===== src/hdl/dlu_pkg.sv =====
// ----------------------------------------------------------------------------
// dlu_pkg: shared types for the depth label unprojection block
// Request structs for both channels, configuration bundle, register indexes.
// ----------------------------------------------------------------------------
package dlu_pkg;

    typedef struct packed {
        logic [11:0] pix_row;
        logic [11:0] pix_col;
        logic [5:0]  depth_label;
        logic        label_unknown;
        logic [7:0]  in_blue;
        logic [7:0]  in_green;
        logic [7:0]  in_red;
    } pix_t;

    typedef struct packed {
        logic signed [31:0] point_x;
        logic signed [31:0] point_y;
        logic [31:0]        point_z;
        logic [7:0]         out_red;
        logic [7:0]         out_green;
        logic [7:0]         out_blue;
    } point_t;

    typedef struct packed {
        logic [31:0] near_depth;
        logic [31:0] far_depth;
        logic [2:0]  scale_shift;
        logic [31:0] ik_xx;
        logic [31:0] ik_xy;
        logic [31:0] ik_xo;
        logic [31:0] ik_yy;
        logic [31:0] ik_yo;
    } cfg_t;

    localparam int REG_IDX_W = 3;

    localparam logic [REG_IDX_W-1:0] REG_NEAR_DEPTH  = 3'd0;
    localparam logic [REG_IDX_W-1:0] REG_FAR_DEPTH   = 3'd1;
    localparam logic [REG_IDX_W-1:0] REG_SCALE_SHIFT = 3'd2;
    localparam logic [REG_IDX_W-1:0] REG_IK_XX       = 3'd3;
    localparam logic [REG_IDX_W-1:0] REG_IK_XY       = 3'd4;
    localparam logic [REG_IDX_W-1:0] REG_IK_XO       = 3'd5;
    localparam logic [REG_IDX_W-1:0] REG_IK_YY       = 3'd6;
    localparam logic [REG_IDX_W-1:0] REG_IK_YO       = 3'd7;

    localparam logic [31:0] NEAR_DEPTH_RST = 32'd65536;
    localparam logic [31:0] FAR_DEPTH_RST  = 32'd6553600;
    localparam logic [31:0] IK_ONE_RST     = 32'd268435456;

endpackage


===== src/hdl/dlu_queue.sv =====
// ----------------------------------------------------------------------------
// dlu_queue: small request queue between front and back
// Register-based FIFO; decouples front stall from back stall.
// ----------------------------------------------------------------------------
module dlu_queue #(
    parameter int WIDTH = 8,
    parameter int DEPTH = 4
) (
    input  logic             clk,
    input  logic             rst_n,
    input  logic             push,
    input  logic [WIDTH-1:0] wdata,
    output logic             full,
    input  logic             pop,
    output logic [WIDTH-1:0] rdata,
    output logic             empty
);
    import dlu_pkg::*;

    localparam int AW = $clog2(DEPTH);
    localparam int CW = $clog2(DEPTH + 1);

    logic [WIDTH-1:0] entry_reg [DEPTH];
    logic [AW-1:0]    wptr_reg;
    logic [AW-1:0]    rptr_reg;
    logic [CW-1:0]    count_reg;

    assign full  = (count_reg == CW'(DEPTH));
    assign empty = (count_reg == '0);
    assign rdata = entry_reg[rptr_reg];

    always_ff @(posedge clk or negedge rst_n)
    begin
        if (!rst_n)
        begin
            wptr_reg  <= '0;
            rptr_reg  <= '0;
            count_reg <= '0;
        end
        else
        begin
            if (push)
            begin
                wptr_reg <= (wptr_reg == AW'(DEPTH - 1)) ? '0 : wptr_reg + 1'b1;
            end
            if (pop)
            begin
                rptr_reg <= (rptr_reg == AW'(DEPTH - 1)) ? '0 : rptr_reg + 1'b1;
            end
            if (push && !pop)
            begin
                count_reg <= count_reg + 1'b1;
            end
            else if (pop && !push)
            begin
                count_reg <= count_reg - 1'b1;
            end
        end
    end

    always_ff @(posedge clk)
    begin
        if (push)
        begin
            entry_reg[wptr_reg] <= wdata;
        end
    end

`ifndef SYNTHESIS
    a_no_overflow: assert property (@(posedge clk) disable iff (!rst_n) push |-> !full)
        else $error("queue push while full");
    a_no_underflow: assert property (@(posedge clk) disable iff (!rst_n) pop |-> !empty)
        else $error("queue pop while empty");
    a_count_range: assert property (@(posedge clk) disable iff (!rst_n)
        count_reg <= CW'(DEPTH))
        else $error("queue count out of range");
    a_count_inc: assert property (@(posedge clk) disable iff (!rst_n)
        push && !pop |=> count_reg == $past(count_reg) + 1'b1)
        else $error("queue count did not advance");
`endif

endmodule


===== config.mk =====
export PLATFORM = sky130hd
export DESIGN_NAME = dlu_queue
export DESIGN_NICKNAME = d
export VERILOG_FILES = /design/src/hdl/dlu_pkg.sv /design/src/hdl/dlu_queue.sv
export SDC_FILE = /design/constraint.sdc
export NUM_CORES = 1
export LEC_CHECK = 0
export BUFFER_PORTS_ARGS = -buffer_cell sky130_fd_sc_hd__buf_2
export CAP_MARGIN = 20
export CELL_PAD_IN_SITES_DETAIL_PLACEMENT = 1
export CELL_PAD_IN_SITES_GLOBAL_PLACEMENT = 1
export CORE_MARGIN = 2
export CORE_UTILIZATION = 51
export CTS_CLUSTER_DIAMETER = 30
export CTS_CLUSTER_SIZE = 30
export DETAILED_ROUTE_END_ITERATION = 8
export PLACE_DENSITY = 0.82
export SLEW_MARGIN = 0
export SYNTH_ARGS = -nofsm -noshare
export SYNTH_HDL_FRONTEND = slang
export SYNTH_SLANG_ARGS = --single-unit

===== constraint.sdc =====
create_clock -name clk -period 3.4 [get_ports clk]
set_input_delay 0.68 -clock clk [delete_from_list [all_inputs] [get_ports clk]]
set_output_delay 0.68 -clock clk [all_outputs]
set_load 0.01 [all_outputs]

==> results.sh <==
export IMPL_area_growth_pct=14.8
export IMPL_antenna_found_initial=0
export IMPL_synth_top_family_by_area="multiplexers"
export IMPL_dpl_cell_count=131
export IMPL_fmax_mhz=402
export IMPL_ant_nets=0
export IMPL_fp_dieW_um=59.4
export IMPL_powerDensity_mw_per_mm2=812
export IMPL_grt_usage_pct=16.6
export IMPL_htree_num_levels=2
export IMPL_finalMaxSlewViolations=0
export IMPL_synth_mux_area_share_pct=12.9
export IMPL_cp_required_ns=2.72
export IMPL_drv_cap=0
export IMPL_final_setup_viol_count=0
export IMPL_largest_reg_flops=32
export IMPL_syn_instance_count=79
export IMPL_layout_nets=124
export IMPL_slew_headroom_pct=60.9
export IMPL_ys_seq_area_share_pct=72.5
export IMPL_fin_cells=139
export IMPL_fin_util_pct=60.4
export IMPL_cts_made_buffers=5
export IMPL_holdBufCountCts=0
export IMPL_outcome="complete, no violations"
export IMPL_period_minus_slack_ns=2.49
export IMPL_routedWlPerCell_um=17.6
export IMPL_setup_tns_ns=0
export IMPL_ios=22
export IMPL_clkTransAtPathRegs_ns=0.11
export IMPL_ir_worst_vdd_uv=497
export IMPL_worstMarginPinSlew_ns=0.586
export IMPL_holdWs_ns=0.159
export IMPL_endpoint_kind="output port"
export IMPL_synthAdderAreaFrac_pct=6.07
export IMPL_worst_setup_path_type="flip-flop to output port"
export IMPL_grt_overflow_total=0
export IMPL_stdcell_area_sq_mm=0.00180
export IMPL_setup_slack_ns=0.912
export IMPL_synth_cell_types=18
export IMPL_r2r_start="rptr_reg[0]$_DFFE_PN0P_"
export IMPL_grt_max_degree=13
export IMPL_wl_met2_um=1310
export IMPL_layout_common_cells="32 x edfxtp_1, 21 x buf_2, 8 x mux4_2"
export IMPL_finalWirelength_um=2450
export IMPL_dp_slack_ns=1.26
export IMPL_critical_path_arrival_ns=1.81
export IMPL_synth_xor_area_share_pct=1.68
export IMPL_dieArea_sq_mm=0.00353
export IMPL_wl_met3_um=111
export IMPL_post_dp_cell_area_sq_mm=0.00170
export IMPL_synth_top_area_share_pct=61.3
export IMPL_p_leak_nw=0.687
export IMPL_synth_area_sq_mm=0.00157
export IMPL_layout_commonest_cell="edfxtp_1"
export IMPL_initial_utilization_pct=52.6
export IMPL_ys_ff_latch=39
export IMPL_yosys_warnings=0
export IMPL_yosys_area_share_simple_pct=3.67
export IMPL_hpwlAfterDp_um=1810
export IMPL_synth_compound_area_share_pct=1.20
export IMPL_coreArea_sq_mm=0.00298
export IMPL_post_cts_buffers=0
export IMPL_hold_viol=0
export IMPL_grt_pass1_wl_um=4020
export IMPL_r2r_cells=2
export IMPL_row_count=20
export IMPL_met1_length_um=989
export IMPL_worstPathMaxFanout=11
export IMPL_grt_pass1_vias=816
export IMPL_drc_errors=0
export IMPL_reg2reg_to="rptr_reg[1]$_DFFE_PN0P_"
export IMPL_rsz0062_at_grt="false"
export IMPL_drt_iter0_markers=10
export IMPL_die_height_um=59.4
export IMPL_cts_tree="done"
export IMPL_synth_fp_nets=98
export IMPL_vias=756
export IMPL_final_period_utilization_pct=73.2
export IMPL_cts_repair_resized=0
export IMPL_cts_buffer_depth=2
export IMPL_highest_layer="met4"
export IMPL_firstDrtPassIters=4
export IMPL_clock_latency_ns=0.34
export IMPL_syn_area_per_cell_sq_um=19.8
export IMPL_vias_per_cell=5.44
export IMPL_rrSetupSlack_ns=1.97
export IMPL_power_mw=1.46
export IMPL_antenna_cells=0
export IMPL_place_gp_congestion=0.678
export IMPL_fin_skew_ns=0.00543
export IMPL_drive_above_1_share_pct=36.8
export IMPL_cts_root_buf="clkbuf_4"
export IMPL_io_buffers=21
export IMPL_synth_area_top_cells="edfxtp_1 61%, mux4_2 11%, dfrtp_1 11%"
export IMPL_start_kind="flip-flop"
export IMPL_hold_class="primary input to async pin"
export IMPL_synth_top_cell_by_area="edfxtp_1"
export IMPL_cts_sinks=39
-- worst max-delay path by stage --
| stage | startpoint | to | slack, ns | cells after the start |
|---|---|---|---|---|
| 6_report | rptr_reg[0]$_DFFE_PN0P_ | rdata[2] | 0.91 | 2 |
| 5_1_grt | rptr_reg[0]$_DFFE_PN0P_ | rdata[5] | 0.79 | 2 |
| 4_1_cts | rptr_reg[0]$_DFFE_PN0P_ | rdata[5] | 0.87 | 2 |
| 3_5_place_dp | rptr_reg[0]$_DFFE_PN0P_ | rdata[5] | 1.26 | 2 |
| 3_3_place_gp | rptr_reg[0]$_DFFE_PN0P_ | rdata[2] | 1.28 | 2 |
| 2_1_floorplan | pop | count_reg[2]$_DFFE_PN0P_ | 1.61 | 7 |
-- power by group --
part	switching [mW]	internal, mW	leakage [nW]	total, mW
logic	0.169	0.203	0.257	0.372
clock network	0.137	0.229	0.0525	0.367
registers	0.0961	0.627	0.377	0.723
-- worst max-delay path: stages, from the launching register on --
cell and delay, ns:
dfrtp_1 0.73, mux4_2 0.58, buf_2 0.16
-- synthesized netlist by cell type --
master,instances
a21o_2,1
and2_1,4
buf_2,1
buf_6,1
dfrtp_1,7
edfxtp_1,32
fa_1,1
ha_1,6
inv_1,4
mux2_2,2
mux4_2,8
nand2_1,2
nor2_1,2
nor3_1,2
nor3b_1,1
o21ai_0,2
xnor2_1,1
xor2_1,2
-- cell type report --
| type | count | area, sq um |
|---|---|---|
| Clock buffer | 6 | 41.3 |
| Clock inverter | 2 | 60.1 |
| Fill cell | 277 | 1180 |
| Inverter | 4 | 15.0 |
| Multi-Input combinational cell | 34 | 400 |
| Sequential cell | 39 | 1140 |
| Tap cell | 33 | 41.3 |
| Timing Repair Buffer | 21 | 105 |
-- logic make-up after synthesis --
group,Yosys count
buf+inv,6
xor+xnor,3
mux,10
fa+ha+maj,7
simple gates,11
compound gates,3
flops,39
-- metal layers --
metal	track usage, %	vias up
met3	6.55	4
met5	0	-
met4	5.84	0
met1	20.1	382
met2	27.0	16
li1	-	354
Note: power is estimated with default switching activity, not from simulation.
